### config.mk
export PLATFORM = sky130hd
export DESIGN_NAME = bounded_stack_engine_core
export DESIGN_NICKNAME = d
export VERILOG_FILES = /design/src/rtl/core/bse_pkg.sv /design/src/rtl/core/bse_ram.sv /design/src/rtl/core/bse_dp.sv /design/src/rtl/core/bse_ctrl.sv /design/src/rtl/core/bounded_stack_engine_core.sv
export VERILOG_INCLUDE_DIRS = /design/src /design/src/rtl/core
export SDC_FILE = /design/constraint.sdc
export NUM_CORES = 2
export LEC_CHECK = 0
export BUFFER_PORTS_ARGS = -buffer_cell sky130_fd_sc_hd__buf_4
export CAP_MARGIN = 20
export CORE_MARGIN = 2
export CORE_UTILIZATION = 30
export CTS_CLUSTER_DIAMETER = 150
export CTS_CLUSTER_SIZE = 25
export DETAILED_ROUTE_END_ITERATION = 6
export PLACE_DENSITY = 0.42
export SETUP_SLACK_MARGIN = 0.5
export SLEW_MARGIN = 15
export SYNTH_ARGS = -nofsm -noshare
export SYNTH_HDL_FRONTEND = slang
export SYNTH_HIERARCHICAL = 1
export SYNTH_SLANG_ARGS = --single-unit
### constraint.sdc
create_clock -name clock -period 10.1 [get_ports clock]
set_input_delay 1.01 -clock clock [delete_from_list [all_inputs] [get_ports clock]]
set_output_delay 1.01 -clock clock [all_outputs]
set_load 0.02 [all_outputs]
### src/rtl/core/assert_macros.svh
// ----------------------------------------------------------------------------
// Assertion macros
// Shared concurrent assertion forms, clocked on clock and disabled in reset.
// ----------------------------------------------------------------------------
`ifndef ASSERT_MACROS_SVH
`define ASSERT_MACROS_SVH

// Consequent must hold in the same cycle as the antecedent.
`define BSE_ASSERT_SAME(lbl, ante, cons, msg) \
   lbl: assert property (@(posedge clock) disable iff (reset) (ante) |-> (cons)) \
      else $error(msg);

// Consequent must hold in the cycle after the antecedent.
`define BSE_ASSERT_NEXT(lbl, ante, cons, msg) \
   lbl: assert property (@(posedge clock) disable iff (reset) (ante) |=> (cons)) \
      else $error(msg);

`endif

### src/rtl/core/bse_pkg.sv
// ----------------------------------------------------------------------------
// bse_pkg
// Shared widths, operation and status codes, and the command and status
// groups that pass between the stack controller and its datapath.
// ----------------------------------------------------------------------------
package bse_pkg;

   // Default built depth of the stack storage.
   localparam int DEPTH_DEFAULT = 64;

   // Fixed field widths.
   localparam int CAP_W    = 7;
   localparam int OP_W     = 3;
   localparam int VALUE_W  = 32;
   localparam int INDEX_W  = 6;
   localparam int STATUS_W = 2;

   // Capacity register value after reset.
   localparam logic [CAP_W-1:0] CAP_RESET = 7'd64;

   // Operation codes.
   localparam logic [OP_W-1:0] OP_PUSH   = 3'd0;
   localparam logic [OP_W-1:0] OP_POP    = 3'd1;
   localparam logic [OP_W-1:0] OP_PEEK   = 3'd2;
   localparam logic [OP_W-1:0] OP_DUMP   = 3'd3;
   localparam logic [OP_W-1:0] OP_CHANGE = 3'd4;

   // Result status codes.
   localparam logic [STATUS_W-1:0] ST_OK       = 2'd0;
   localparam logic [STATUS_W-1:0] ST_OVERFLOW = 2'd1;
   localparam logic [STATUS_W-1:0] ST_EMPTY    = 2'd2;
   localparam logic [STATUS_W-1:0] ST_BADINDEX = 2'd3;

   // Commands from the controller to the datapath.
   typedef struct packed {
      logic                load;        // capture the request word
      logic                push;        // store value on top, grow by one
      logic                pop;         // shrink by one
      logic                change;      // overwrite entry at index
      logic                rd_first;    // read the top entry
      logic                rd_next;     // read the entry below the pointer
      logic                emit;        // load the response register
      logic                emit_data;   // response data comes from storage
      logic                emit_last;   // response closes the run
      logic [STATUS_W-1:0] emit_status; // response status code
   } cmd_type;

   // Status from the datapath to the controller.
   typedef struct packed {
      logic [OP_W-1:0] op;        // captured operation
      logic            full;      // no room under the effective capacity
      logic            empty;     // no stored entries
      logic            idx_ok;    // captured index names a stored entry
      logic            ptr_zero;  // read pointer sits on the bottom entry
      logic            out_free;  // response register can take a word
   } sts_type;

endpackage

### src/rtl/core/bse_ram.sv
// ----------------------------------------------------------------------------
// bse_ram
// Generic single-write, single-read RAM with a registered read port.
// ----------------------------------------------------------------------------
module bse_ram #(
   parameter int WIDTH = 32,
   parameter int DEPTH = 64
) (
   input  logic                     clock,
   input  logic                     wr_en,
   input  logic [$clog2(DEPTH)-1:0] wr_addr,
   input  logic [WIDTH-1:0]         wr_data,
   input  logic                     rd_en,
   input  logic [$clog2(DEPTH)-1:0] rd_addr,
   output logic [WIDTH-1:0]         rd_data
);

   logic [WIDTH-1:0] mem [DEPTH];
   logic [WIDTH-1:0] rd_data_ff;

   // Write port and registered read port; read data holds between reads.
   always_ff @(posedge clock) begin
      if (wr_en) begin
         mem[wr_addr] <= wr_data;
      end
      if (rd_en) begin
         rd_data_ff <= mem[rd_addr];
      end
   end

   assign rd_data = rd_data_ff;

endmodule

### src/rtl/core/bse_dp.sv
// ----------------------------------------------------------------------------
// bse_dp
// Stack datapath: request capture, fill count, capacity register, storage,
// read pointer and the response register.
// ----------------------------------------------------------------------------
module bse_dp #(
   parameter int DEPTH = bse_pkg::DEPTH_DEFAULT
) (
   input  logic                          clock,
   input  logic                          reset,
   input  bse_pkg::cmd_type              cmd,
   output bse_pkg::sts_type              sts,
   input  logic [bse_pkg::OP_W-1:0]      req_op,
   input  logic [bse_pkg::VALUE_W-1:0]   req_value,
   input  logic [bse_pkg::INDEX_W-1:0]   req_index,
   input  logic                          csr_wen,
   input  logic [bse_pkg::CAP_W-1:0]     csr_wdata,
   output logic                          rsp_valid,
   input  logic                          rsp_ready,
   output logic [bse_pkg::VALUE_W-1:0]   rsp_data,
   output logic [bse_pkg::STATUS_W-1:0]  rsp_status,
   output logic                          rsp_last
);

   localparam int AW = $clog2(DEPTH);
   localparam int FW = $clog2(DEPTH + 1);
   localparam int CW = (FW > bse_pkg::INDEX_W) ? FW : bse_pkg::INDEX_W;
   localparam int KW = (FW > bse_pkg::CAP_W) ? FW : bse_pkg::CAP_W;

   logic [bse_pkg::OP_W-1:0]     op_ff;
   logic [bse_pkg::VALUE_W-1:0]  value_ff;
   logic [bse_pkg::INDEX_W-1:0]  index_ff;
   logic [bse_pkg::CAP_W-1:0]    cap_ff;
   logic [FW-1:0]                fill_ff;
   logic [FW-1:0]                fill_in;
   logic [AW-1:0]                ptr_ff;
   logic [AW-1:0]                ptr_in;
   logic                         rsp_valid_ff;
   logic [bse_pkg::VALUE_W-1:0]  rsp_data_ff;
   logic [bse_pkg::STATUS_W-1:0] rsp_status_ff;
   logic                         rsp_last_ff;

   logic [FW-1:0]                fill_dec;
   logic [CW-1:0]                idx_ext;
   logic                         wr_en;
   logic [AW-1:0]                wr_addr;
   logic                         rd_en;
   logic [AW-1:0]                rd_addr;
   logic [bse_pkg::VALUE_W-1:0]  rd_data;

   // Request capture.
   always_ff @(posedge clock) begin
      if (cmd.load) begin
         op_ff    <= req_op;
         value_ff <= req_value;
         index_ff <= req_index;
      end
   end

   // Capacity register.
   always_ff @(posedge clock) begin
      if (reset) begin
         cap_ff <= bse_pkg::CAP_RESET;
      end else if (csr_wen) begin
         cap_ff <= csr_wdata;
      end
   end

   // Fill count and read pointer.
   assign fill_dec = fill_ff - FW'(1);
   assign idx_ext  = CW'(index_ff);

   always_comb begin
      fill_in = fill_ff;
      if (cmd.push) begin
         fill_in = fill_ff + FW'(1);
      end else if (cmd.pop) begin
         fill_in = fill_dec;
      end
   end

   always_comb begin
      ptr_in = ptr_ff;
      if (cmd.rd_first) begin
         ptr_in = fill_dec[AW-1:0];
      end else if (cmd.rd_next) begin
         ptr_in = ptr_ff - AW'(1);
      end
   end

   always_ff @(posedge clock) begin
      if (reset) begin
         fill_ff <= '0;
      end else begin
         fill_ff <= fill_in;
      end
      ptr_ff <= ptr_in;
   end

   // Storage: push writes on top, change writes at the captured index.
   assign wr_en   = cmd.push | cmd.change;
   assign wr_addr = cmd.push ? fill_ff[AW-1:0] : idx_ext[AW-1:0];
   assign rd_en   = cmd.rd_first | cmd.rd_next;
   assign rd_addr = ptr_in;

   bse_ram #(
      .WIDTH (bse_pkg::VALUE_W),
      .DEPTH (DEPTH)
   ) u_ram (
      .clock   (clock),
      .wr_en   (wr_en),
      .wr_addr (wr_addr),
      .wr_data (value_ff),
      .rd_en   (rd_en),
      .rd_addr (rd_addr),
      .rd_data (rd_data)
   );

   // Response register; it frees up in the cycle its word is taken.
   always_ff @(posedge clock) begin
      if (reset) begin
         rsp_valid_ff <= 1'b0;
      end else if (cmd.emit) begin
         rsp_valid_ff <= 1'b1;
      end else if (rsp_ready) begin
         rsp_valid_ff <= 1'b0;
      end
      if (cmd.emit) begin
         rsp_data_ff   <= cmd.emit_data ? rd_data : '0;
         rsp_status_ff <= cmd.emit_status;
         rsp_last_ff   <= cmd.emit_last;
      end
   end

   assign rsp_valid  = rsp_valid_ff;
   assign rsp_data   = rsp_data_ff;
   assign rsp_status = rsp_status_ff;
   assign rsp_last   = rsp_last_ff;

   // Status toward the controller.
   assign sts.op       = op_ff;
   assign sts.full     = (KW'(fill_ff) >= KW'(cap_ff)) || (fill_ff == FW'(DEPTH));
   assign sts.empty    = (fill_ff == '0);
   assign sts.idx_ok   = (idx_ext < CW'(fill_ff));
   assign sts.ptr_zero = (ptr_ff == '0);
   assign sts.out_free = ~rsp_valid_ff | rsp_ready;

endmodule

### src/rtl/core/bse_ctrl.sv
// ----------------------------------------------------------------------------
// bse_ctrl
// Stack controller: takes one request word at a time, decodes the operation
// and sequences the datapath through execution and storage reads.
// ----------------------------------------------------------------------------
module bse_ctrl (
   input  logic             clock,
   input  logic             reset,
   input  logic             req_tvalid,
   output logic             req_tready,
   input  bse_pkg::sts_type sts,
   output bse_pkg::cmd_type cmd
);

   typedef enum logic [1:0] {
      S_IDLE,
      S_EXEC,
      S_READ
   } state_type;

   state_type state_ff;
   state_type state_in;

   // Only a single request is held at a time.
   assign req_tready = (state_ff == S_IDLE);

   // Next state and datapath commands.
   always_comb begin
      state_in = state_ff;
      cmd      = '0;
      cmd.load = req_tvalid & req_tready;
      case (state_ff)
         S_IDLE: begin
            if (req_tvalid) begin
               state_in = S_EXEC;
            end
         end
         S_EXEC: begin
            if (sts.out_free) begin
               state_in      = S_IDLE;
               cmd.emit_last = 1'b1;
               case (sts.op)
                  bse_pkg::OP_PUSH: begin
                     cmd.emit        = 1'b1;
                     cmd.push        = ~sts.full;
                     cmd.emit_status = sts.full ? bse_pkg::ST_OVERFLOW : bse_pkg::ST_OK;
                  end
                  bse_pkg::OP_POP: begin
                     cmd.emit        = 1'b1;
                     cmd.pop         = ~sts.empty;
                     cmd.emit_status = sts.empty ? bse_pkg::ST_EMPTY : bse_pkg::ST_OK;
                  end
                  bse_pkg::OP_CHANGE: begin
                     cmd.emit        = 1'b1;
                     cmd.change      = sts.idx_ok;
                     cmd.emit_status = sts.idx_ok ? bse_pkg::ST_OK : bse_pkg::ST_BADINDEX;
                  end
                  bse_pkg::OP_PEEK, bse_pkg::OP_DUMP: begin
                     // An empty stack answers at once; otherwise read the top.
                     if (sts.empty) begin
                        cmd.emit        = 1'b1;
                        cmd.emit_status = bse_pkg::ST_EMPTY;
                     end else begin
                        cmd.rd_first = 1'b1;
                        state_in     = S_READ;
                     end
                  end
                  default: begin
                     // Undefined operations give no result.
                     cmd.emit_last = 1'b0;
                  end
               endcase
            end
         end
         S_READ: begin
            // One stored word goes out per free response slot.
            if (sts.out_free) begin
               cmd.emit        = 1'b1;
               cmd.emit_data   = 1'b1;
               cmd.emit_status = bse_pkg::ST_OK;
               cmd.emit_last   = (sts.op != bse_pkg::OP_DUMP) | sts.ptr_zero;
               if (cmd.emit_last) begin
                  state_in = S_IDLE;
               end else begin
                  cmd.rd_next = 1'b1;
               end
            end
         end
         default: begin
            state_in = S_IDLE;
         end
      endcase
   end

   // State register.
   always_ff @(posedge clock) begin
      if (reset) begin
         state_ff <= S_IDLE;
      end else begin
         state_ff <= state_in;
      end
   end

endmodule

### src/rtl/core/bounded_stack_engine_core.sv
// ----------------------------------------------------------------------------
// bounded_stack_engine_core
// Bounded LIFO stack of signed 32-bit words with push, pop, peek, dump and
// indexed change, and a programmable capacity.
// ----------------------------------------------------------------------------
//  Channel  Direction  Handshake          Contents
//  req      in         tvalid / tready    tuser op, tdata value and index
//  rsp      out        tvalid / tready    tuser status, tdata data, tlast
//  csr      in         csr_wen            capacity
//
//  Push, pop and change: the request is captured, then the execution state loads the result word.
//  Peek: the top entry is read through the registered read port of the storage RAM, then emitted.
//  Dump: one RAM read per stored word, from the top entry down.
//  One request is held at a time; the next is taken once the last result
//  word of the current one sits in the response register. A stalled
//  response register holds execution. Reset empties the stack and sets the
//  capacity to 64; storage contents are not cleared, and no clearing pass runs.
// ----------------------------------------------------------------------------
`include "assert_macros.svh"

module bounded_stack_engine_core #(
   parameter int DEPTH = bse_pkg::DEPTH_DEFAULT
) (
   input  logic                         clock,
   input  logic                         reset,
   // Request channel.
   input  logic                         req_tvalid,
   output logic                         req_tready,
   input  logic [39:0]                  req_tdata,  // value [31:0], index [37:32], zero
   input  logic [bse_pkg::OP_W-1:0]     req_tuser,  // op [2:0]
   // Response channel.
   output logic                         rsp_tvalid,
   input  logic                         rsp_tready,
   output logic [bse_pkg::VALUE_W-1:0]  rsp_tdata,  // data [31:0]
   output logic [bse_pkg::STATUS_W-1:0] rsp_tuser,  // status [1:0]
   output logic                         rsp_tlast,
   // Capacity register.
   input  logic                         csr_wen,
   input  logic [bse_pkg::CAP_W-1:0]    csr_wdata
);

   bse_pkg::cmd_type cmd;
   bse_pkg::sts_type sts;

   bse_ctrl u_ctrl (
      .clock      (clock),
      .reset      (reset),
      .req_tvalid (req_tvalid),
      .req_tready (req_tready),
      .sts        (sts),
      .cmd        (cmd)
   );

   bse_dp #(
      .DEPTH (DEPTH)
   ) u_dp (
      .clock      (clock),
      .reset      (reset),
      .cmd        (cmd),
      .sts        (sts),
      .req_op     (req_tuser),
      .req_value  (req_tdata[31:0]),
      .req_index  (req_tdata[37:32]),
      .csr_wen    (csr_wen),
      .csr_wdata  (csr_wdata),
      .rsp_valid  (rsp_tvalid),
      .rsp_ready  (rsp_tready),
      .rsp_data   (rsp_tdata),
      .rsp_status (rsp_tuser),
      .rsp_last   (rsp_tlast)
   );

   // A result word is only loaded when the response register has room.
   `BSE_ASSERT_SAME(a_emit_room, cmd.emit, sts.out_free, "result word overwrites a pending one")
   // A push is only carried out below the effective capacity.
   `BSE_ASSERT_SAME(a_push_room, cmd.push, !sts.full && !sts.empty || !sts.full, "push while full")
   // A dump never steps the read pointer below the bottom entry.
   `BSE_ASSERT_SAME(a_dump_bottom, cmd.rd_next, !sts.ptr_zero, "dump read wraps past bottom")
   // Once a request is taken, no second one is taken in the next cycle.
   `BSE_ASSERT_NEXT(a_one_held, req_tvalid && req_tready, !req_tready, "second request taken")

endmodule
## Word-level counts from Yosys, hierarchy flattened

Memory sizes are Yosys's and may differ from the RTL's. A register that Yosys moved wholly into a read port is not among the register bits.
Index checks and enable logic that the tools add are counted.

- Flip-flop bits (word level): 99
- RAM bits: 2,048
- Input port bits: 55
- Output and inout bits: 37
- Logic and storage cells: 87
- Memories kept: 1

- Add/subtract/negate cells: 3
- Order comparisons: 2
- Eq/ne operators: 12
- Multiplexer cells: 38
- Bitwise gates (word level): 8
- Reduce and logical (&&, ||, !) cells: 12

Memory list:

| name | depth | width | read ports | clocked after Yosys merged registers in | wr ports | RTL line | source |
|---|---|---|---|---|---|---|---|
| u_dp.u_ram.mem | 64 | 32 | 1 | 1 | 1 | bse_ram.sv:18 | `logic [WIDTH-1:0] mem [DEPTH];` |

Operators by type and width:

| operator | number |
|---|---|
| $mux 6 | 4 |
| $mux 1 | 16 |
| $mux 2 | 8 |
| $mux 7 | 2 |
| $pmux 2 s3 | 2 |
| $mux 4 | 2 |
| $add 7x1->7 const B | 1 |
| $eq 7x7->1 const B | 1 |
| $ge 7x7->1 | 1 |
| $logic_not 7->1 | 1 |
| $lt 6x7->1 | 1 |
| $sub 7x1->7 const B | 1 |
| $eq 3x2->1 const B | 2 |
| $logic_not 6->1 | 1 |
| $ne 2x2->1 const B | 3 |
| $pmux 3 s2 | 1 |
| $reduce_or 3->1 | 2 |
| $sub 6x1->6 const B | 1 |
| $reduce_or 5->1 | 1 |
| $or 1x1->1 | 4 |
| $pmux 1 s2 | 2 |
| $reduce_and 4->1 | 1 |
| $reduce_bool 2->1 | 2 |
| $eq 3x1->1 const B | 1 |
| other kinds (12) | 14 |

## Depth between registers and ports, before layout

- Depth in word-level cells: 9
- Mapped depth: 19
- Mapped depth without buffers: 14

## Modules after synthesis

Netlist, hierarchy kept.

Modules (own cells, without submodules):

| module | instances | cells each | area each (µm²) | sequential area each (µm²) |
|---|---|---|---|---|
| bse_ram | 1 | 3,324 | 78,835.6 | 62,459.9 |
| bse_dp | 1 | 275 | 3,962.6 | 2,702.6 |
| bse_ctrl | 1 | 42 | 330.3 | 40.0 |

## Least setup slack after synthesis

No wires, ideal clock.

- Path kind: register to register
- From: register u_dp.fill_ff[0]
- To: memory u_dp.u_ram.mem[48][0] (enable)
- Library setup time: 461 ps
- Arrival time: 5,264 ps
- Required time: 9,639 ps
- Path slack: 4,376 ps
- Cell stages (with the launch flop): 15
- Path buffers: 3
- Clock period less this slack: 5,724 ps
- Cell sequence: dfxtp_1 > clkbuf_2 > inv_1 > ha_1 > nand2b_1 > a21o_1 > a21oi_1 > o211ai_1 > nor4_1 > buf_2 > mux2_2 > clkbuf_1 > nor2b_1 > nand4b_1 > nor3_1

RTL lines:

| element | RTL line | source |
|---|---|---|
| start: declaration | bse_dp.sv:34 | `logic [FW-1:0] fill_ff;` |
| start signal: assignment | bse_dp.sv:95 | `fill_ff <= fill_in;` |
| end: declaration | bse_ram.sv:18 |  |

==> run summary <==
number of buffers added on ports - 89
CTS buffer count - 97
critical setup path kind - reg2reg
clock sink count - 2179
flop2flop setup slack - 3350 ps
final setup margin - 3350 ps
RSZ-0062 raised after global routing - false
Design Area, Final - 91900 um^2
cts hold-fix bufs - 0
CP arrival - 7250 ps
Period minus WS final - 6750 ps
hold depth - 1
DRT Pass-1 Iters - 6
Clock Tree Buf Depth - 3
crit path max fanout - 73
Final GP Congestion - 0.745
routed vias/inst - 5.00
post-route ant nets - 0
Max-cap violations - 0
Synth Cell Area - 83100 um^2
postcts setup bufs - 0
syn nets - 3716
worst vdd ir - 0.127 mV
Hold Startpoint - req_tdata[28]
NumNets Final - 3865
CTS tree - built
final clock skew - 31.9 ps
latest clock arrival within the worst-skew pair - 790 ps
Post-DP HPWL - 126000 um
Max Slew Vio Count - 0
Power per Cell Area - 204 nW/um^2
Syn Inst Count - 3641
ratio of cells with drive above 1 in the final layout - 26.0%
area grow syn2layout - 10.6%
die area - 281000 um^2
top cell type's share of synthesized area - 77.9%
Min-Delay Endpoint - u_dp/value_ff[28]
status - completed
asr flop ratio synth - 0%
FF-to-FF Start - u_dp/fill_ff[0]
Core Region - 276000 um^2
FF-to-FF path depth - 14
dominant synthesized flop cell - edfxtp_1
FF+latch count, synth - 2179
Slew HR - 17.3%
worst hold slack - 395 ps
largest net degree at the start of global routing - 94
Slew @ Worst Pin - 1240 ps
H-tree depth - 3
Post-synth EDFFs - 2156
wire per inst - 31.3 um
chip width - 530 um
top cells by area, synth - edfxtp_1 78%, mux4_2 15%, mux2i_1 1.3%
first-pass GRT wire length - 323000 um
Mapped Avg Cell Area - 22.8 um^2
Routed WL - 235000 um
Critical Path End Type - register
Setup WS pre-CTS - 3370 ps
r2r endpoint - u_dp/u_ram/rd_data[20]
final hold vios - 0
Synth Warn # - 6
Final Setup Violations - 0
DRC - 0
vias in the first global route - 38600
total negative slack - 0 ps
static leakage - 0.0273 uW
f_max - 148 MHz
Clock transition at path regs - 110 ps
Total GRT Usage - 16.6%
CTS root buf - clkbuf_16
hold crit path type - in2reg
I/O pin count - 92
most common cell in the synthesized netlist - edfxtp_1
DR iter-0 viols - 3915
Via Count - 37600
initial antenna violation count - 16
final period utilization - 66.9%
largest area contributor in the netlist - edfxtp_1
Startpoint Class - register
Chip Height - 530 um
row cnt - 193
Synth top cells by count - 2156 x edfxtp_1, 544 x mux4_2, 156 x nor2_1
synth unique cells - 64
Placed Area - 89300 um^2
sequential area share after synthesis - 78.4%
CTS-repair resized insts - 0
gr ovfl total - 0
starting density of the core - 30.1%
CP required - 10600 ps
-- worst max-delay path: stages, from the launching register on --
cell and delay (ps):
dfxtp_1 650, inv_1 260, ha_1 300, nor4b_1 200
and4bb_2 320, and2_1 630, nor2_1 190, a21oi_4 790
buf_12 580, buf_4 510, mux4_2 560, mux2i_1 180
nor2_1 90, o32ai_1 1020, nor3_1 100
-- routing by layer --
layer / track usage (%) / up-vias / share of wire [%]
met4: 4.44 / 0 / 3.1
met1: 23.1 / 20900 / 44
met5: 0 / - / 0
met3: 2.32 / 217 / 4.8
met2: 27.3 / 899 / 48
li1: - / 15600 / -
-- logic make-up after synthesis --
family | Yosys count | share of synthesized area (%)
compound gates | 232 | 1.84
xor+xnor | 14 | 0.147
fa+ha+maj | 20 | 0.301
buf+inv | 213 | 1.22
flops | 2179 | 78.4
mux | 654 | 16.1
simple gates | 329 | 1.99
-- flip-flops by register name (all words and copies together), names as in the netlist --
| signal | flops |
|---|---|
| u_dp/fill_ff | 7 |
| u_dp/rsp_valid | 1 |
| u_dp/u_ram/mem | 2048 |
| u_dp/index_ff | 6 |
| u_dp/rsp_data | 32 |
| u_dp/cap_ff | 7 |
| u_dp/u_ram/rd_data | 32 |
| u_dp/value_ff | 32 |
| u_dp/rsp_status | 2 |
| u_dp/ptr_ff | 6 |
| u_ctrl/state_ff | 2 |
| u_dp/rsp_last | 1 |
| u_dp/op_ff | 3 |
-- placed cells by master (no fill, tap or decap), types with 10 or more instances in the layout --
master / n
inv_1: 20
clkbuf_16: 99
xnor2_1: 10
o221ai_1: 27
o22ai_1: 84
ha_1: 20
nand2b_1: 13
a22oi_1: 12
nand2_1: 34
nor2_1: 93
buf_4: 235
nor2b_1: 18
clkbuf_1: 14
mux2i_1: 102
edfxtp_1: 2156
nor2_4: 62
nor3_1: 12
dfxtp_1: 23
mux4_2: 544
and2_1: 36
a21oi_1: 68
-- area by class of cell --
cell class                 count  area (um^2)
fill                       25900       184000
sequential                  2179        65200
multi-input combinational   1249        17500
tap                         3705         4640
clock buffer                 113         2530
timing repair buffer         243         1920
inverter                      20         75.1
clock inverter                 5         62.6
antenna                        6         15.0
-- how the worst max path moves through the flow --
| stage | endpoint | start | depth (start not counted) |
|---|---|---|---|
| 2_1_floorplan | u_dp/u_ram/mem[48][0] | u_dp/fill_ff[0] | 14 |
| 3_3_place_gp | u_dp/u_ram/rd_data[5] | u_dp/fill_ff[0] | 13 |
| 3_5_place_dp | u_dp/u_ram/rd_data[5] | u_dp/fill_ff[0] | 13 |
| 4_1_cts | u_dp/u_ram/rd_data[5] | u_dp/fill_ff[0] | 13 |
| 5_1_grt | u_dp/u_ram/rd_data[5] | u_dp/fill_ff[0] | 13 |
| 6_report | u_dp/u_ram/rd_data[20] | u_dp/fill_ff[0] | 14 |
-- per-stage QoR --
step	instances	power [uW]	utilization (%)
2_1_floorplan	3641	12800	-
3_3_place_gp	7395	14500	32.4
3_5_place_dp	7395	14500	32.4
4_1_cts	7513	19000	33.3
5_1_grt	7516	19400	33.3
6_report	7520	18700	33.3
-- report_power, final --
part | switching (uW) | total (uW) | internal, uW
sequential | 18.8 | 10100 | 10100
clock | 2790 | 4580 | 1790
combinational | 2530 | 4080 | 1550
Note: power is estimated with default switching activity, not from simulation.
